**config.mk**
```make
export PLATFORM = sky130hd
export DESIGN_NAME = ldpc_min_sum_lane_core_flat
export DESIGN_NICKNAME = d
export VERILOG_FILES = /design/src/sv/lmsl_pkg.sv /design/src/sv/lmsl_if.sv /design/src/sv/ldpc_min_sum_lane_core.sv /design/src/flat_wrapper.sv
export SDC_FILE = /design/constraint.sdc
export NUM_CORES = 1
export LEC_CHECK = 0
export BUFFER_PORTS_ARGS = -buffer_cell sky130_fd_sc_hd__buf_2
export CAP_MARGIN = 20
export CORE_MARGIN = 10
export CORE_UTILIZATION = 65
export DETAILED_ROUTE_END_ITERATION = 12
export GPL_TIMING_DRIVEN = 0
export PLACE_DENSITY = 0.94
export REMOVE_ABC_BUFFERS = 1
export SYNTH_ARGS = -nofsm -noshare
export SYNTH_HDL_FRONTEND = slang
export SYNTH_SLANG_ARGS = --single-unit
export TNS_END_PERCENT = 30
```
**constraint.sdc**
```tcl
create_clock -name i_clk -period 13.49 [get_ports i_clk]
set_input_delay 1.349 -clock i_clk [delete_from_list [all_inputs] [get_ports i_clk]]
set_output_delay 1.349 -clock i_clk [all_outputs]
set_load 0.02 [all_outputs]
```
**src/sv/lmsl_pkg.sv**
```systemverilog
// ---------------------------------------------------------------------------
// lmsl_pkg
// shared types and constants of the min-sum ldpc lane
// ---------------------------------------------------------------------------
package lmsl_pkg;

    localparam int NUM_COLUMNS = 68;
    localparam int LLR_BITS    = 8;
    localparam int MAG_W       = LLR_BITS - 1;
    localparam int NODE_W      = $clog2(NUM_COLUMNS);
    localparam int SCALE_W     = 9;
    localparam int CFG_IDX_W   = 2;
    localparam int CFG_DATA_W  = SCALE_W;

    localparam logic [MAG_W-1:0]   MAG_FULL          = {MAG_W{1'b1}};
    localparam logic [MAG_W-1:0]   LLR_MAX_RESET     = MAG_W'(119);
    localparam logic [MAG_W-1:0]   LLR_INF_RESET     = MAG_W'(127);
    localparam logic [SCALE_W-1:0] SCALE_RESET       = SCALE_W'(205);

    localparam logic [CFG_IDX_W-1:0] CFG_LLR_MAX      = 2'd0;
    localparam logic [CFG_IDX_W-1:0] CFG_LLR_INFINITY = 2'd1;
    localparam logic [CFG_IDX_W-1:0] CFG_SCALE_FACTOR = 2'd2;

    typedef enum logic [1:0] {
        MODE_V2C  = 2'd0,
        MODE_ACC  = 2'd1,
        MODE_C2V  = 2'd2,
        MODE_SOFT = 2'd3
    } t_mode;

    typedef logic signed [LLR_BITS-1:0] t_llr;

    typedef struct packed {
        t_mode               mode;
        logic                first;
        t_llr                llr_a;
        t_llr                llr_b;
        logic [NODE_W-1:0]   node_index;
    } t_in_beat;

    typedef struct packed {
        t_llr  llr;
        t_mode mode;
    } t_out_beat;

endpackage

```
**src/sv/lmsl_if.sv**
```systemverilog
// ---------------------------------------------------------------------------
// lmsl interfaces
// valid/ready channels for input beats, result beats and register writes
// ---------------------------------------------------------------------------
interface lmsl_in_if;
    logic                           valid;
    logic                           ready;
    lmsl_pkg::t_mode                mode;
    logic                           first;
    lmsl_pkg::t_llr                 llr_a;
    lmsl_pkg::t_llr                 llr_b;
    logic [lmsl_pkg::NODE_W-1:0]    node_index;

    modport source (output valid, mode, first, llr_a, llr_b, node_index, input ready);
    modport sink   (input valid, mode, first, llr_a, llr_b, node_index, output ready);
endinterface

interface lmsl_out_if;
    logic                   valid;
    logic                   ready;
    lmsl_pkg::t_llr         result_llr;
    lmsl_pkg::t_mode        result_mode;

    modport source (output valid, result_llr, result_mode, input ready);
    modport sink   (input valid, result_llr, result_mode, output ready);
endinterface

interface lmsl_cfg_if;
    logic                               valid;
    logic                               ready;
    logic [lmsl_pkg::CFG_IDX_W-1:0]     index;
    logic [lmsl_pkg::CFG_DATA_W-1:0]    data;

    modport source (output valid, index, data, input ready);
    modport sink   (input valid, index, data, output ready);
endinterface

```
**src/sv/ldpc_min_sum_lane_core.sv**
```systemverilog
// ---------------------------------------------------------------------------
// ldpc_min_sum_lane_core
// one lane of a layered normalised min-sum ldpc check-node processor
// ---------------------------------------------------------------------------
// The lane takes one input beat per clock while the input register can move on
// and hands back a result beat: a beat is captured in an input register, worked
// on by one pass of combinational logic (a subtract, an add, or a 7x9
// multiply for the check-to-var scaling) and lands in the result register.
// Accumulate beats (mode 1) update the running minimum statistics as they
// leave the input register and give no result beat; a following emit beat
// (mode 2) already sees the updated statistics. The input side keeps taking
// beats while a result waits to be taken, as long as the input register can
// move on. Register writes take effect at once and are meant for idle times.
// ---------------------------------------------------------------------------
module ldpc_min_sum_lane_core (
    input  logic        i_clk,
    input  logic        i_rst_n,
    lmsl_in_if.sink     i_in,
    lmsl_out_if.source  o_out,
    lmsl_cfg_if.sink    i_cfg
);

    localparam int W = lmsl_pkg::LLR_BITS;
    localparam int MW = lmsl_pkg::MAG_W;
    localparam int SW = lmsl_pkg::SCALE_W;
    localparam int PW = MW + SW;

    // configuration registers
    logic [MW-1:0] r_llr_max;
    logic [MW-1:0] r_llr_inf;
    logic [SW-1:0] r_scale;

    // check-node statistics
    logic [MW-1:0]                  r_small, n_small;
    logic [MW-1:0]                  r_second, n_second;
    logic [lmsl_pkg::NODE_W-1:0]    r_idx, n_idx;
    logic                           r_parity, n_parity;

    // input register and result register
    logic                   r_s1_valid;
    lmsl_pkg::t_in_beat     r_s1;
    logic                   r_out_valid;
    lmsl_pkg::t_out_beat    r_out;

    logic w_in_fire;
    logic w_out_free;
    logic w_s1_adv;
    logic w_s1_emits;

    // datapath
    logic signed [W:0]  w_a9, w_b9, w_mx9, w_inf9;
    logic signed [W:0]  w_diff, w_sum, w_sum_sat, w_res;
    logic               w_c_plus, w_c_minus, w_v_plus, w_v_minus;
    logic [MW-1:0]      w_mag, w_abs_a;
    logic [PW-1:0]      w_prod;
    logic [MW-1:0]      w_scaled;
    logic               w_neg;
    logic [MW-1:0]      w_base_small, w_base_second;
    logic               w_base_parity;

    // ---------------- handshake ----------------
    // accumulate beats never need the result register
    assign w_s1_emits = (r_s1.mode != lmsl_pkg::MODE_ACC);
    assign w_out_free = !r_out_valid || o_out.ready;
    assign w_s1_adv   = r_s1_valid && (!w_s1_emits || w_out_free);
    assign i_in.ready = !r_s1_valid || w_s1_adv;
    assign w_in_fire  = i_in.valid && i_in.ready;

    assign o_out.valid       = r_out_valid;
    assign o_out.result_llr  = r_out.llr;
    assign o_out.result_mode = r_out.mode;

    assign i_cfg.ready = 1'b1;

    always_ff @(posedge i_clk) begin
        if (!i_rst_n) begin
            r_s1_valid  <= 1'b0;
            r_out_valid <= 1'b0;
        end else begin
            if (w_in_fire) begin
                r_s1_valid <= 1'b1;
            end else if (w_s1_adv) begin
                r_s1_valid <= 1'b0;
            end
            if (w_s1_adv && w_s1_emits) begin
                r_out_valid <= 1'b1;
            end else if (o_out.ready) begin
                r_out_valid <= 1'b0;
            end
        end
    end

    // payload registers, no reset needed
    always_ff @(posedge i_clk) begin
        if (w_in_fire) begin
            r_s1.mode       <= i_in.mode;
            r_s1.first      <= i_in.first;
            r_s1.llr_a      <= i_in.llr_a;
            r_s1.llr_b      <= i_in.llr_b;
            r_s1.node_index <= i_in.node_index;
        end
        if (w_s1_adv && w_s1_emits) begin
            r_out.llr  <= w_res[W-1:0];
            r_out.mode <= r_s1.mode;
        end
    end

    // ---------------- configuration ----------------
    always_ff @(posedge i_clk) begin
        if (!i_rst_n) begin
            r_llr_max <= lmsl_pkg::LLR_MAX_RESET;
            r_llr_inf <= lmsl_pkg::LLR_INF_RESET;
            r_scale   <= lmsl_pkg::SCALE_RESET;
        end else if (i_cfg.valid) begin
            unique case (i_cfg.index)
                lmsl_pkg::CFG_LLR_MAX:      r_llr_max <= i_cfg.data[MW-1:0];
                lmsl_pkg::CFG_LLR_INFINITY: r_llr_inf <= i_cfg.data[MW-1:0];
                lmsl_pkg::CFG_SCALE_FACTOR: r_scale   <= i_cfg.data[SW-1:0];
                default: ; // writes beyond the register list are dropped
            endcase
        end
    end

    // ---------------- datapath ----------------
    // everything worked at llr width plus one so nothing wraps
    assign w_a9   = {r_s1.llr_a[W-1], r_s1.llr_a};
    assign w_b9   = {r_s1.llr_b[W-1], r_s1.llr_b};
    assign w_mx9  = $signed({2'b00, r_llr_max});
    assign w_inf9 = $signed({2'b00, r_llr_inf});

    assign w_diff = w_a9 - w_b9;
    assign w_sum  = w_a9 + w_b9;

    // saturate the sum to the llr range
    always_comb begin
        if (w_sum > $signed({2'b00, {MW{1'b1}}})) begin
            w_sum_sat = $signed({2'b00, {MW{1'b1}}});
        end else if (w_sum < $signed({2'b11, {MW{1'b0}}})) begin
            w_sum_sat = $signed({2'b11, {MW{1'b0}}});
        end else begin
            w_sum_sat = w_sum;
        end
    end

    assign w_c_plus  = w_a9 > w_mx9;
    assign w_c_minus = w_a9 < -w_mx9;
    assign w_v_plus  = w_b9 > w_mx9;
    assign w_v_minus = w_b9 < -w_mx9;

    // check-to-var magnitude: exclude the current column from the minimum
    assign w_mag  = (r_s1.node_index == r_idx) ? r_second : r_small;
    assign w_prod = PW'(w_mag) * PW'(r_scale);
    assign w_scaled = (w_prod[PW-1:8] > {{(PW-8-MW){1'b0}}, r_llr_max})
                      ? r_llr_max : w_prod[8+MW-1:8];
    assign w_neg  = r_s1.llr_a[W-1] ^ r_parity;

    always_comb begin
        w_res = '0;
        unique case (r_s1.mode)
            lmsl_pkg::MODE_V2C: begin
                if (w_diff > w_mx9) begin
                    w_res = w_mx9;
                end else if (w_diff < -w_mx9) begin
                    w_res = -w_mx9;
                end else begin
                    w_res = w_diff;
                end
                if (w_a9 >= w_inf9) begin
                    w_res = w_inf9;
                end
                if (w_a9 <= -w_inf9) begin
                    w_res = -w_inf9;
                end
            end
            lmsl_pkg::MODE_C2V: begin
                w_res = w_neg ? -$signed({2'b00, w_scaled}) : $signed({2'b00, w_scaled});
            end
            lmsl_pkg::MODE_SOFT: begin
                w_res = w_sum_sat;
                // opposite infinities fall through to the plain sum
                if (w_sum_sat > w_mx9 || (w_c_plus && !w_v_minus)
                        || (w_v_plus && !w_c_minus)) begin
                    w_res = w_inf9;
                end
                if (w_res < -w_mx9 || (w_c_minus && !w_v_plus)
                        || (w_v_minus && !w_c_plus)) begin
                    w_res = -w_inf9;
                end
            end
            default: w_res = '0; // accumulate gives no result
        endcase
    end

    // ---------------- minimum statistics ----------------
    // magnitude of llr_a, the most negative code saturates to full scale
    always_comb begin
        if (r_s1.llr_a == $signed({1'b1, {MW{1'b0}}})) begin
            w_abs_a = lmsl_pkg::MAG_FULL;
        end else if (r_s1.llr_a[W-1]) begin
            w_abs_a = MW'(-r_s1.llr_a);
        end else begin
            w_abs_a = r_s1.llr_a[MW-1:0];
        end
    end

    assign w_base_small  = r_s1.first ? lmsl_pkg::MAG_FULL : r_small;
    assign w_base_second = r_s1.first ? lmsl_pkg::MAG_FULL : r_second;
    assign w_base_parity = r_s1.first ? 1'b0 : r_parity;

    always_comb begin
        n_small  = r_small;
        n_second = r_second;
        n_idx    = r_idx;
        n_parity = r_parity;
        if (w_s1_adv && !w_s1_emits) begin
            n_parity = w_base_parity ^ r_s1.llr_a[W-1];
            n_small  = w_base_small;
            n_second = w_base_second;
            n_idx    = r_s1.first ? '0 : r_idx;
            if (w_base_small > w_abs_a) begin
                n_small = w_abs_a;
                n_idx   = r_s1.node_index;
                // old smallest drops to second candidate
                if (w_base_second > w_abs_a) begin
                    n_second = w_base_small;
                end
            end else if (w_base_second > w_abs_a) begin
                n_second = w_abs_a;
            end
        end
    end

    always_ff @(posedge i_clk) begin
        if (!i_rst_n) begin
            r_small  <= lmsl_pkg::MAG_FULL;
            r_second <= lmsl_pkg::MAG_FULL;
            r_idx    <= '0;
            r_parity <= 1'b0;
        end else begin
            r_small  <= n_small;
            r_second <= n_second;
            r_idx    <= n_idx;
            r_parity <= n_parity;
        end
    end

    // ---------------- assertions ----------------
    a_min_order: assert property (@(posedge i_clk) disable iff (!i_rst_n)
        r_small <= r_second)
        else $error("smallest magnitude above second magnitude");

    a_result_source: assert property (@(posedge i_clk) disable iff (!i_rst_n)
        $rose(r_out_valid) |-> $past(r_s1_valid && w_s1_emits))
        else $error("result beat without an emitting input beat");

    a_c2v_limit: assert property (@(posedge i_clk) disable iff (!i_rst_n)
        (r_out_valid && r_out.mode == lmsl_pkg::MODE_C2V)
            |-> (r_out.llr <= $signed({1'b0, r_llr_max})
                 && r_out.llr >= -$signed({1'b0, r_llr_max})))
        else $error("check-to-var magnitude above llr_max");

    a_ready_empty: assert property (@(posedge i_clk) disable iff (!i_rst_n)
        !r_s1_valid |-> i_in.ready)
        else $error("input stalled with empty input register");

endmodule

```
**src/flat_wrapper.sv**
```systemverilog
// flat-port wrapper written by rule: the top's interface ports become plain ports
module ldpc_min_sum_lane_core_flat 
  (i_clk, i_rst_n, i_in_valid, i_in_mode, i_in_first, i_in_llr_a, i_in_llr_b, i_in_node_index, i_in_ready, o_out_valid, o_out_result_llr, o_out_result_mode, o_out_ready, i_cfg_valid, i_cfg_index, i_cfg_data, i_cfg_ready);
  lmsl_in_if i_in_i ();
  lmsl_out_if o_out_i ();
  lmsl_cfg_if i_cfg_i ();
  input  logic i_clk;
  input  logic i_rst_n;
  input wire logic [$bits(i_in_i.valid)-1:0] i_in_valid;
  input wire logic [$bits(i_in_i.mode)-1:0] i_in_mode;
  input wire logic [$bits(i_in_i.first)-1:0] i_in_first;
  input wire logic [$bits(i_in_i.llr_a)-1:0] i_in_llr_a;
  input wire logic [$bits(i_in_i.llr_b)-1:0] i_in_llr_b;
  input wire logic [$bits(i_in_i.node_index)-1:0] i_in_node_index;
  output wire logic [$bits(i_in_i.ready)-1:0] i_in_ready;
  output wire logic [$bits(o_out_i.valid)-1:0] o_out_valid;
  output wire logic [$bits(o_out_i.result_llr)-1:0] o_out_result_llr;
  output wire logic [$bits(o_out_i.result_mode)-1:0] o_out_result_mode;
  input wire logic [$bits(o_out_i.ready)-1:0] o_out_ready;
  input wire logic [$bits(i_cfg_i.valid)-1:0] i_cfg_valid;
  input wire logic [$bits(i_cfg_i.index)-1:0] i_cfg_index;
  input wire logic [$bits(i_cfg_i.data)-1:0] i_cfg_data;
  output wire logic [$bits(i_cfg_i.ready)-1:0] i_cfg_ready;
  assign i_in_i.valid = i_in_valid;
  assign i_in_i.mode = i_in_mode;
  assign i_in_i.first = i_in_first;
  assign i_in_i.llr_a = i_in_llr_a;
  assign i_in_i.llr_b = i_in_llr_b;
  assign i_in_i.node_index = i_in_node_index;
  assign i_in_ready = i_in_i.ready;
  assign o_out_valid = o_out_i.valid;
  assign o_out_result_llr = o_out_i.result_llr;
  assign o_out_result_mode = o_out_i.result_mode;
  assign o_out_i.ready = o_out_ready;
  assign i_cfg_i.valid = i_cfg_valid;
  assign i_cfg_i.index = i_cfg_index;
  assign i_cfg_i.data = i_cfg_data;
  assign i_cfg_ready = i_cfg_i.ready;
  ldpc_min_sum_lane_core u_core (.i_clk(i_clk), .i_rst_n(i_rst_n), .i_in(i_in_i), .o_out(o_out_i), .i_cfg(i_cfg_i));
endmodule
```
Yosys cells after proc, flatten, opt, wreduce, memory -nomap -nowiden
Cells that the tools add are included.
{"block": "classes", "addsub": 6, "n_mul": 1, "div": 0, "n_lt_le_gt_ge": 15, "n_eq_ne": 7, "shift": 0, "mux": 28, "n_bitwise": 2, "n_reduce_logical": 31}
{"op": "$mux W7", "n": 12}
{"op": "$mux W8", "n": 6}
{"op": "$mux W9", "n": 4}
{"op": "$pmux W8 S3", "n": 1}
{"op": "$gt A9 B8 Y1", "n": 2}
{"op": "$lt A8 B9 Y1", "n": 2}
{"op": "$lt A9 B9 Y1", "n": 2}
{"op": "$neg A7 Y9", "n": 2}
{"op": "$gt A8 B8 Y1", "n": 2}
{"op": "$mul A7 B9 Y16", "n": 1}
{"op": "$gt A7 B7 Y1", "n": 2}
{"op": "$add A8 B8 Y9", "n": 1}
{"op": "$gt A9 B8 Y1 const B", "n": 1}
{"op": "$le A8 B9 Y1", "n": 1}
{"op": "$lt A9 B8 Y1 const B", "n": 1}
{"op": "$sub A8 B8 Y9", "n": 1}
{"op": "$eq A8 B8 Y1 const B", "n": 1}
{"op": "$ge A8 B8 Y1", "n": 1}
{"op": "$gt A8 B7 Y1", "n": 1}
{"op": "$logic_and A1 B1 Y1", "n": 8}
{"op": "$neg A7 Y8", "n": 1}
{"op": "$reduce_and A2 Y1", "n": 4}
{"op": "$eq A7 B7 Y1", "n": 1}
{"op": "$logic_not A1 Y1", "n": 7}
{"op": "other kinds (9)", "n": 25}
{"block": "word_totals", "ff_bits": 83, "latch_bits": 0, "ramBits": 0, "mem_bits_ro": 0, "input_bits": 42, "output_inout_bits": 13, "mem_count": 0}

Depth between registers and ports, before layout
Gate-level depths: netlist (run 1).
{"block": "depth", "depth_word": 14, "depth_mapped": 36, "depth_no_buf": 36}

Worst setup path before layout (run 1)
No wires, ideal clock.
{"block": "synth_timing", "path_kind": "register to register", "start": "register u_core.r_s1[4] (netlist name)", "end": "register u_core.r_out, in the netlist u_core.o_out.result_llr[4] (data pin)", "setup_ps": 270, "t_arrival_ps": 8167, "path_slack_ps": 5053, "stages_incl_launch_ff": 35, "n_path_buf": 0, "period_less_slack_ps": 8437, "cell_sequence": "edfxtp_1 xor2_1 nor4_4 mux2_2 and2_1 fa_1 inv_1 fa_1 inv_1 fa_1 inv_1 fa_1 inv_1 ha_1 a21o_1 a21o_1 a21o_1 a31oi_1 o31ai_4 or2_1 a21oi_1 xnor2_1 ha_1 o21ai_0 a21oi_1 o31a_1 a21oi_4 mux2_2 ha_1 and2_1 a21o_1 a31oi_1 o31ai_4 xnor2_1 o311ai_2"}
{"block": "synth_via", "elab_chain_cells": 8}
{"element": "start: declaration", "line_no": "ldpc_min_sum_lane_core.sv:41", "text": "lmsl_pkg::t_in_beat r_s1;"}
{"element": "$eq A7 B7 Y1 *", "line_no": "ldpc_min_sum_lane_core.sv:151", "text": "assign w_mag = (r_s1.node_index == r_idx) ? r_second : r_small;"}
{"element": "$mux W7 *", "line_no": "ldpc_min_sum_lane_core.sv:151"}
{"element": "$mul A7 B9 Y16 *", "line_no": "ldpc_min_sum_lane_core.sv:152", "text": "assign w_prod = PW'(w_mag) * PW'(r_scale);"}
{"element": "$gt A8 B7 Y1", "line_no": "ldpc_min_sum_lane_core.sv:153", "text": "assign w_scaled = (w_prod[PW-1:8] > {{(PW-8-MW){1'b0}}, r_llr_max})"}
{"element": "$mux W7 *", "line_no": "ldpc_min_sum_lane_core.sv:154", "text": "? r_llr_max : w_prod[8+MW-1:8];"}
{"element": "$neg A7 Y8", "line_no": "ldpc_min_sum_lane_core.sv:176", "text": "w_res = w_neg ? -$signed({2'b00, w_scaled}) : $signed({2'b00, w_scaled});"}
{"element": "$mux W8 *", "line_no": "ldpc_min_sum_lane_core.sv:176"}
{"element": "$pmux W8 S3 *", "line_no": "ldpc_min_sum_lane_core.sv:159", "text": "unique case (r_s1.mode)"}
{"element": "via u_core.w_res[4]", "line_no": "ldpc_min_sum_lane_core.sv:52", "text": "logic signed [W:0] w_diff, w_sum, w_sum_sat, w_res;"}
{"element": "end: declaration", "line_no": "ldpc_min_sum_lane_core.sv:43", "text": "lmsl_pkg::t_out_beat r_out;"}
Mark *: on every way through the listed nets, which the timed path passes. The rest lies on a longest branch.
A chain may end at the register's enable or synchronous reset.

Final worst setup path (run 1)
{"block": "layout_timing", "start": "register u_core.r_s1[5] (netlist name)", "end": "register u_core.r_out, in the netlist u_core.o_out.result_llr[4] (data pin)"}
Same word-level chain as after synthesis.

==> impl_metrics.tcl, run 1 <==
set metrics [dict create \
    run_status "finished, final reports clean" \
    synth-async-reset-ratio_pct 0 \
    cts.root.buffer_cell "sky130_fd_sc_hd__clkbuf_16" \
    vias_per_cell 6.627 \
    crit_path_top_delay_cell "sky130_fd_sc_hd__nor4_4" \
    yosysSeqAreaShare_pct 21.46 \
    power.density_nw_per_um2 158.1 \
    hold_path.class "register to register" \
    routed-via-count 8820 \
    final_net_count 1371 \
    grt_util_all_layers_pct 26.04 \
    power.leakage_uw 0.004549 \
    critPathCaptureType "register" \
    part_of_the_cycle_the_worst_path_needs_pct 70.71 \
    layout-drive-gt1-share_pct 9.818 \
    syn_inst 1110 \
    worst-slew-pin-transition_ns 1.088 \
    max_cap_viol_count 0 \
    startpoint_type "register" \
    yosysUniqueCellTypes 75 \
    clk_pin_slew_ns 0.06 \
    top_signal_layer_used "met4" \
    final_period_minus_worst_setup_slack_ns 9.539 \
    maxClockFrequency_ghz 0.1048 \
    cts_setup_buffers 0 \
    skew_ns 0.01474 \
    fill_cells 991 \
    grt_antenna_before_repair 0 \
    cts.repair.resized 0 \
    report.final.slew_viol_count 0 \
    comb_power_share_pct 65.9 \
    drt.antenna.violating_nets 0 \
    synth.cell_area_um2 9424 \
    timing.setup.tns_ns 0 \
    power.internal_uw 842.5 \
    clk_path_buf_depth 2 \
    routabilityCongestion 1.021 \
    tritoncts_num_sinks 83 \
    yosys_register_bits 83 \
    place.port_buffers 53 \
    stdcell_area_um2 10100 \
    final_core_util_pct 71.93 \
    number_of_remaining_drc_errors 0 \
    power.share.clock_pct 15.1 \
    start_util_pct 67.11 \
    detail_route.wirelength.met1_um 10400 \
    place_area_um2 9796 \
    io_pins 55 \
    critical_path_arrival_ns 9.62 \
    switching_share_pct 47.23 \
    clkLatencyLatePin_ns 0.36 \
    drt-pass1-iter-count 6 \
    cts-hold-fix-buffers 0 \
    post_layout_total_power_uw 1597 \
    met3_wirelength_um 2766 \
    grt_first_pass_wirelength_um 42770 \
    placeableCoreArea_um2 14040 \
    die_area_um2 19720 \
    post-dp-hpwl_um 19800 \
    detailroute.wirelength.met2_um 12130 \
    synth.avg_cell_area_um2 8.490 \
    row_count 43 \
    finalHoldViolCount 0 \
    via_count_of_the_first_global_routing_pass 8764 \
    cts_tree "built" \
    synthToLayoutAreaGrowth_pct 7.182 \
    clock_tree.htree_level_count 3 \
    pwr-share-seq_pct 19.0 \
    fp.dieH_um 140.4 \
    route.detailed.wl_per_inst_um 19.82 \
    critPathMaxFanout 9 \
    timing_worst_setup_path_type "register to register" \
    setup_repair_after_global_routing_missed_its_margin "no" \
    power.net_switching_uw 754.2 \
    largest_stage_delay_worst_path_ns 0.59 \
    synth_enable_flop_cells 36 \
    tritoncts.num_buffers 9 \
    drt_iter0_drc 972 \
    gr-total-overflow 0 \
    antenna_cells_inserted 0 \
    die_extent_in_x_um 140.4 \
    grt_max_degree 48 \
    setup_violations 0 \
    tightest_slew_margin_relative_to_the_limit_pct 27.13 \
    yosys_warnings 0 \
    drt-total-wl_um 26380 \
    worst_ir_drop_vdd_v 0.0001357 \
    synth-main-ff-cell "sky130_fd_sc_hd__dfxtp_1" \
    timing.critical_path.required_ns 13.57 \
]
cell usage in the layout, fill, tap and decap left out, types with 8 or more instances in the layout:
cell type and count:
sky130_fd_sc_hd__or2_2 14, sky130_fd_sc_hd__fa_1 35, sky130_fd_sc_hd__a21o_1 11, sky130_fd_sc_hd__nand4_1 16, sky130_fd_sc_hd__nor2b_1 33, sky130_fd_sc_hd__dfxtp_1 47, sky130_fd_sc_hd__xor2_1 15, sky130_fd_sc_hd__o21ai_1 8
sky130_fd_sc_hd__a211oi_1 9, sky130_fd_sc_hd__inv_1 99, sky130_fd_sc_hd__buf_2 55, sky130_fd_sc_hd__a22oi_1 10, sky130_fd_sc_hd__and2_1 32, sky130_fd_sc_hd__clkbuf_16 9, sky130_fd_sc_hd__mux2_2 13, sky130_fd_sc_hd__mux2i_1 16
sky130_fd_sc_hd__a31oi_1 11, sky130_fd_sc_hd__nand2_1 133, sky130_fd_sc_hd__nor3_1 16, sky130_fd_sc_hd__o31ai_1 9, sky130_fd_sc_hd__xnor2_1 29, sky130_fd_sc_hd__a21oi_1 50, sky130_fd_sc_hd__o21ai_0 59, sky130_fd_sc_hd__o22ai_1 14
sky130_fd_sc_hd__o21a_1 17, sky130_fd_sc_hd__nor2_1 66, sky130_fd_sc_hd__nand3_1 20, sky130_fd_sc_hd__ha_1 148, sky130_fd_sc_hd__o211ai_1 23, sky130_fd_sc_hd__edfxtp_1 36
state kept, by name, summed over array words and instances, names as in the netlist:
signal and count:
u_core.o_out.result_mode 2, u_core.r_s1 26, u_core.r_idx 7, u_core.r_second 7, u_core.o_out.result_llr 8, u_core.r_scale 9, u_core.r_llr_inf 7, u_core.r_parity 1
u_core.r_llr_max 7, u_core.r_s1_valid 1, u_core.o_out.valid 1, u_core.r_small 7
cell usage after synthesis (all sizes together) (17+ instances only):
library cell | n | area share (%)
inv | 99 | 3.9
o211ai | 23 | 1.8
o21ai | 67 | 3.6
clkbuf | 28 | 1.1
fa | 35 | 7.4
nor2b | 33 | 2.2
nor2 | 66 | 2.6
edfxtp | 36 | 11
and2 | 32 | 2.1
ha | 148 | 20
nand3 | 21 | 1.2
a21oi | 52 | 2.9
xnor2 | 29 | 2.7
dfxtp | 47 | 10
nand2 | 133 | 5.3
o21a | 17 | 1.4
cells by family (layout without fill, tap and decap cells):
kind of cell,Yosys count,count (layout),synth area share [%]
AOI/OAI and AO/OA,276,276,19.86
xor gates and xnor gates,44,44,4.089
adders and majority gates,183,183,27.08
buffers and inverters,132,173,5.311
DFF,83,83,21.46
muxes,31,31,3.532
other,1,1,0.03979
and+or+nand+nor,360,360,18.63
through the flow:
stage | worst slack [ns] | hold WS, ns | cells
3_3_place_gp | 4.309 | 0.4914 | 1310
4_1_cts | 4.003 | 0.5183 | 1328
6_report | 3.951 | 0.5185 | 1331
2_1_floorplan | 5.053 | 0.4679 | 1077
5_1_grt | 3.565 | 0.5390 | 1331
3_5_place_dp | 4.052 | 0.4997 | 1312
layer usage:
| metal | GRT usage [%] | up-vias |
|---|---|---|
| li1 | - | 4037 |
| met1 | 32.51 | 4170 |
| met2 | 41.43 | 503 |
| met3 | 6.119 | 110 |
| met4 | 12.23 | 0 |
| met5 | 0 | - |
layout make-up:
class | count | area (um2) | share of cell area (%)
well taps | 180 | 225.2 | 2.230
clock inverters | 7 | 50.05 | 0.4955
clock buffers | 9 | 225.2 | 2.230
multi-input cells | 895 | 6902 | 68.33
inverters | 99 | 371.6 | 3.679
flip-flops and latches | 83 | 2022 | 20.02
repair buffers | 58 | 305.3 | 3.022
worst paths after layout:
path                      start                          to  slack (ns)  cells past startpoint
max              u_core.r_s1[5]  u_core.o_out.result_llr[4]        3.95                     33
min          u_core.r_second[5]          u_core.r_second[5]        0.52                      2
max reg2reg      u_core.r_s1[5]  u_core.o_out.result_llr[4]        3.95                     33
min reg2reg  u_core.r_second[5]          u_core.r_second[5]        0.52                      2
power by group through the flow:
stage	combinational [uW]	sequential [uW]	clock, uW
2_1_floorplan	793	306	0
6_report	1050	303	241
3_5_place_dp	1010	307	0
5_1_grt	1160	304	251
3_3_place_gp	968	306	0
4_1_cts	1030	302	241
critical path: cells and delay by family, from the launching register on:
family / cells / cell delay (ns)
adder cells (fa/ha/maj): 7 / 2.91
buffers and inverters: 4 / 0.20
XOR/XNOR: 2 / 0.45
AND/OR/NAND/NOR: 5 / 1.46
multiplexers: 2 / 0.90
AO/OA/AOI/OAI: 13 / 2.91
flip-flops: 1 / 0.42
Power figures use the tool's default switching activity.
==> run 2: changes to the inputs <==
--- a/config.mk
+++ b/config.mk
@@ -8,10 +8,10 @@
 export BUFFER_PORTS_ARGS = -buffer_cell sky130_fd_sc_hd__buf_2
 export CAP_MARGIN = 20
 export CORE_MARGIN = 10
-export CORE_UTILIZATION = 65
+export CORE_UTILIZATION = 57
 export DETAILED_ROUTE_END_ITERATION = 12
 export GPL_TIMING_DRIVEN = 0
-export PLACE_DENSITY = 0.94
+export PLACE_DENSITY = 0.88
 export REMOVE_ABC_BUFFERS = 1
 export SYNTH_ARGS = -nofsm -noshare
 export SYNTH_HDL_FRONTEND = slang
==> constraint.sdc (replaced) <==
create_clock -name i_clk -period 7.65 [get_ports i_clk]
set_input_delay 0.765 -clock i_clk [delete_from_list [all_inputs] [get_ports i_clk]]
set_output_delay 0.765 -clock i_clk [all_outputs]
set_load 0.02 [all_outputs]
==> impl_metrics.tcl, run 2 (synthesis results as in run 1) <==
set metrics [dict create \
    run_status "finished with violations" \
    violations "negative setup slack" \
    setup_repair_after_global_routing_missed_its_margin "yes" \
    critPathCaptureType "register" \
    tritoncts_num_sinks 83 \
    timing_worst_setup_path_type "register to register" \
    crit_path_top_delay_cell "sky130_fd_sc_hd__fa_1" \
    final_net_count 1407 \
    worst_ir_drop_vdd_v 0.0002751 \
    routed-via-count 8816 \
    final_critical_path_setup_slack_ns -0.6771 \
    final_common_cell "sky130_fd_sc_hd__ha_1" \
    start_util_pct 58.69 \
    final_period_minus_worst_setup_slack_ns 8.327 \
    layout_common_cells "sky130_fd_sc_hd__ha_1 (141), sky130_fd_sc_hd__nand2_1 (124), sky130_fd_sc_hd__inv_1 (94)" \
    grt_util_all_layers_pct 23.94 \
    max_cap_viol_count 0 \
    worst_flop_to_flop_path_startpoint "u_core.r_s1[5]" \
    critPathMaxFanout 5 \
    part_of_the_cycle_the_worst_path_needs_pct 108.9 \
    tritoncts.num_buffers 9 \
    routabilityCongestion 1.058 \
    largest_register_ffs 26 \
    setup_violations 4 \
    route.detailed.wl_per_inst_um 19.35 \
    drt-pass1-iter-count 6 \
    cts.root.buffer_cell "sky130_fd_sc_hd__clkbuf_16" \
    place.port_buffers 53 \
    clk_path_buf_depth 2 \
    post-dp-hpwl_um 19370 \
    gr-total-overflow 0 \
    row_count 46 \
    grt_first_pass_wirelength_um 42950 \
    synthToLayoutAreaGrowth_pct 14.68 \
    worstHoldPathCells 2 \
    end_of_the_worst_register_to_register_path "u_core.o_out.result_llr[6]" \
    post-place-cells 1347 \
    reg2reg_setup_slack_ns -0.68 \
    hold_end "u_core.r_small[6]" \
    drt_iter0_drc 961 \
    vias_per_cell 6.284 \
    via_count_of_the_first_global_routing_pass 8570 \
    placeableCoreArea_um2 16060 \
    drt.antenna.violating_nets 0 \
    critical_path_arrival_ns 8.42 \
    rr_worst_depth 40 \
    worst-slew-pin-transition_ns 1.062 \
    finalHoldViolCount 0 \
    timing.setup.tns_ns -1.608 \
    antenna_cells_inserted 0 \
    clkLatencyLatePin_ns 0.36 \
    hold_path.class "register to register" \
    timing.critical_path.required_ns 7.74 \
    die_area_um2 22080 \
    clock_tree.htree_level_count 3 \
    fp.dieH_um 148.6 \
    skew_ns 0.01807 \
    most_flops_register "u_core.r_s1" \
    largest_stage_delay_worst_path_ns 0.58 \
    finalNonFillerCells 1403 \
    layout-drive-gt1-share_pct 16.43 \
    fill_cells 1172 \
    worst_hold_startpoint "u_core.r_small[6]" \
    grt_antenna_before_repair 0 \
    number_of_remaining_drc_errors 0 \
    cts-hold-fix-buffers 0 \
    drt-total-wl_um 27140 \
    die_extent_in_x_um 148.6 \
    report.final.slew_viol_count 0 \
    clk_pin_slew_ns 0.07 \
    cts_tree "built" \
    grt_max_degree 48 \
    maxClockFrequency_ghz 0.1201 \
    power.leakage_uw 0.004811 \
    startpoint_type "register" \
    io_pins 55 \
    power.density_nw_per_um2 317.7 \
    tightest_slew_margin_relative_to_the_limit_pct 28.70 \
]
-- run 2: cell types whose count changed in the layout (fill, tap and decap cells not counted), moves of 6 or more --
cell,before,now
sky130_fd_sc_hd__ha_4,0,6
sky130_fd_sc_hd__nand2_2,0,7
sky130_fd_sc_hd__nand2_1,133,124
sky130_fd_sc_hd__mux2_4,1,8
sky130_fd_sc_hd__mux2_2,13,6
sky130_fd_sc_hd__buf_6,0,6
sky130_fd_sc_hd__ha_1,148,141
sky130_fd_sc_hd__buf_4,2,32
-- run 2: layout make-up --
cell class                 instances  area (um2)  area share, %
multi-input combinational        895        7223          66.83
sequential                        83        2022          18.71
timing repair buffer              94       620.6          5.742
inverter                          99       371.6          3.438
clock buffer                      14       285.3          2.639
tap                              216       270.3          2.501
clock inverter                     2       15.01         0.1389
-- run 2: how the worst max path moves through the flow --
| stage | start | to | slack, ns | depth (start not counted) |
|---|---|---|---|---|
| 5_1_grt | u_core.r_s1[1] | u_core.o_out.result_llr[6] | -0.97 | 40 |
| 6_report | u_core.r_s1[5] | u_core.o_out.result_llr[6] | -0.68 | 40 |
| 4_1_cts | u_core.r_s1[5] | u_core.o_out.result_llr[4] | -0.66 | 34 |
| 2_1_floorplan | u_core.r_s1[4] | u_core.o_out.result_llr[4] | -0.79 | 34 |
| 3_5_place_dp | u_core.r_s1[5] | u_core.o_out.result_llr[4] | -1.76 | 33 |
| 3_3_place_gp | u_core.r_s1[5] | u_core.o_out.result_llr[4] | -1.59 | 33 |
-- run 2: stage by stage --
stage | instance area [um2] | util [%] | setup WS [ns] | hold WS [ns] | total power, uW
4_1_cts | 10510 | 65.46 | -0.6626 | 0.5209 | 3190
5_1_grt | 10810 | 67.31 | -0.9719 | 0.5573 | 3651
3_3_place_gp | 9831 | 61.22 | -1.588 | 0.4911 | 2250
6_report | 10810 | 67.31 | -0.6771 | 0.5205 | 3434
3_5_place_dp | 9841 | 61.28 | -1.756 | 0.4988 | 2316
2_1_floorplan | 9295 | - | -0.7871 | 0.4679 | 1938
-- run 2: critical path, delay by kind of cell (launching register included) --
family / cells / cell delay (ns)
DFF: 1 / 0.42
xor gates and xnor gates: 2 / 0.31
adders and majority gates: 7 / 2.67
muxes: 2 / 0.58
AOI/OAI and AO/OA: 14 / 2.18
and+or+nand+nor: 7 / 1.07
buffers and inverters: 8 / 0.85
-- run 2: power breakdown --
group          total [uW]  internal [uW]  switching, uW
Sequential            534            499           35.9
Clock                 455            260            195
Combinational        2440           1120           1320
Total                3430           1880           1560
-- run 2: metal layers --
layer,global-route usage (%),vias up,wire [um]
met5,0,-,0
met4,10.60,0,1001
met3,4.824,100,2823
met2,37.91,497,12140
met1,30.83,4122,11180
li1,-,4097,-
-- run 2: timing repair --
| action | CTS | global route |
|---|---|---|
| gates cloned | 0 | 0 |
| pin swaps | 27 | 36 |
| gates resized for setup | 39 | 33 |
| setup endpoints to repair | 8 | 8 |
| buffers inserted | 24 | 13 |
==> run 3: changes to the inputs <==
--- a/config.mk
+++ b/config.mk
@@ -8,10 +8,10 @@
 export BUFFER_PORTS_ARGS = -buffer_cell sky130_fd_sc_hd__buf_2
 export CAP_MARGIN = 20
 export CORE_MARGIN = 10
-export CORE_UTILIZATION = 57
+export CORE_UTILIZATION = 63
 export DETAILED_ROUTE_END_ITERATION = 12
 export GPL_TIMING_DRIVEN = 0
-export PLACE_DENSITY = 0.88
+export PLACE_DENSITY = 0.92
 export REMOVE_ABC_BUFFERS = 1
 export SYNTH_ARGS = -nofsm -noshare
 export SYNTH_HDL_FRONTEND = slang
==> constraint.sdc (replaced) <==
create_clock -name i_clk -period 8.9 [get_ports i_clk]
set_input_delay 0.89 -clock i_clk [delete_from_list [all_inputs] [get_ports i_clk]]
set_output_delay 0.89 -clock i_clk [all_outputs]
set_load 0.02 [all_outputs]
==> impl_metrics.tcl, run 3 (synthesis results as in run 1) <==
set metrics [dict create \
    worst-slew-pin-transition_ns 1.095 \
    part_of_the_cycle_the_worst_path_needs_pct 97.69 \
    report.final.slew_viol_count 0 \
    preCtsSetupSlack_ns -0.4254 \
    start_util_pct 64.60 \
    via_count_of_the_first_global_routing_pass 8608 \
    worstHoldPathCells 2 \
    largest_register_ffs 26 \
    stdcell_area_um2 10360 \
    power.density_nw_per_um2 264.9 \
    worst_ir_drop_vdd_v 0.0002421 \
    routed-via-count 8818 \
    drt-total-wl_um 26710 \
    power.leakage_uw 0.004652 \
    drt.antenna.violating_nets 0 \
    critPathMaxFanout 9 \
    tritoncts_num_sinks 83 \
    layout_common_cells "sky130_fd_sc_hd__ha_1 (147), sky130_fd_sc_hd__nand2_1 (133), sky130_fd_sc_hd__inv_1 (99)" \
    timing.critical_path.required_ns 9.09 \
    power.internal_uw 1473 \
    setup_repair_after_global_routing_missed_its_margin "yes" \
    most_flops_register "u_core.r_s1" \
    final_critical_path_setup_slack_ns 0.2054 \
    number_of_remaining_drc_errors 0 \
    tightest_slew_margin_relative_to_the_limit_pct 26.54 \
    timing.setup.tns_ns 0 \
    startpoint_type "register" \
    grt_util_all_layers_pct 25.23 \
    io_pins 55 \
    final_period_minus_worst_setup_slack_ns 8.695 \
    place_area_um2 9801 \
    critPathCaptureType "register" \
    crit_path_top_delay_cell "sky130_fd_sc_hd__fa_1" \
    comb_power_share_pct 67.4 \
    switching_share_pct 46.30 \
    grt_max_degree 48 \
    critical_path_arrival_ns 8.88 \
    largest_stage_delay_worst_path_ns 0.59 \
    vias_per_cell 6.571 \
    cts-hold-fix-buffers 0 \
    clkLatencyLatePin_ns 0.36 \
    grt_antenna_before_repair 0 \
    skew_ns 0.01275 \
    route.detailed.wl_per_inst_um 19.91 \
    finalHoldViolCount 0 \
    clock_tree.htree_level_count 3 \
    fill_cells 1031 \
    pwr-share-seq_pct 16.8 \
    final_net_count 1378 \
    final_common_cell "sky130_fd_sc_hd__ha_1" \
    final_core_util_pct 71.00 \
    antenna_cells_inserted 0 \
    max_cap_viol_count 0 \
    placeableCoreArea_um2 14590 \
    die_area_um2 20250 \
    layout-drive-gt1-share_pct 11.57 \
    tritoncts.num_buffers 9 \
    drt-pass1-iter-count 6 \
    gr-total-overflow 0 \
    run_status "finished, final reports clean" \
    cts.root.buffer_cell "sky130_fd_sc_hd__clkbuf_16" \
    die_extent_in_x_um 142.3 \
    cp-startpoint "u_core.r_s1[5]" \
    setup_violations 0 \
    worst_hold_startpoint "u_core.r_second[3]" \
    cts_tree "built" \
    power.net_switching_uw 1271 \
    clk_pin_slew_ns 0.07 \
    hold_path.class "register to register" \
    row_count 44 \
    worst_flop_to_flop_path_startpoint "u_core.r_s1[5]" \
    rr_worst_depth 35 \
    clk_path_buf_depth 2 \
    fp.dieH_um 142.3 \
    synthToLayoutAreaGrowth_pct 9.918 \
    place.port_buffers 53 \
    drt_iter0_drc 982 \
    timing_worst_setup_path_type "register to register" \
    power.share.clock_pct 15.8 \
    routabilityCongestion 1.035 \
    post-dp-hpwl_um 19570 \
    maxClockFrequency_ghz 0.1150 \
    grt_first_pass_wirelength_um 41820 \
    hold_slack_ns 0.5168 \
]
## run 3: layout make-up
type                    instances  area (um2)  area share, %
well taps                     184       230.2          2.222
clock buffers                  13       292.8          2.826
flip-flops and latches         83        2022          19.52
repair buffers                 65       364.1          3.515
inverters                      99       371.6          3.587
multi-input cells             895        7030          67.87
clock inverters                 3       47.55         0.4590
## run 3: power by group through the flow
stage          logic (uW)  registers [uW]  clock network [uW]
6_report             1850             460                 434
5_1_grt              2030             461                 443
4_1_cts              1590             458                 431
3_5_place_dp         1550             466                   0
3_3_place_gp         1470             465                   0
2_1_floorplan        1200             464                   0
## run 3: final timing paths
path	end	slack (ns)
setup / recovery	u_core.o_out.result_llr[4]	0.21
hold / removal	u_core.r_second[3]	0.52
setup reg to reg	u_core.o_out.result_llr[4]	0.21
hold reg to reg	u_core.r_second[3]	0.52
## run 3: stage by stage
step / instances / total power, uW
floorplan: 1077 / 1666
global placement: 1314 / 1930
detailed placement: 1315 / 2011
CTS: 1335 / 2478
global route: 1342 / 2930
finish: 1342 / 2744
## run 3: critical path: cells and delay by family, from the launching register on
kind,cells,cell delay (ns)
compound gates,14,2.59
xor+xnor,3,0.47
flops,1,0.41
buf+inv,4,0.35
simple gates,5,0.96
mux,2,0.72
fa+ha+maj,7,2.99
## run 3: per-layer routing
layer | routed length (um) | global-route usage, % | vias up
met1 | 10360 | 31.19 | 4142
met4 | 1200 | 12.46 | 0
met3 | 2774 | 5.641 | 109
met2 | 12380 | 40.61 | 523
li1 | - | - | 4044
met5 | 0 | 0 | -
## run 3: what timing repair did
item | CTS | global route
pin swaps | 1 | 7
setup endpoints to repair | 2 | 3
setup buffers | 4 | 4
gates resized for setup | 4 | 18
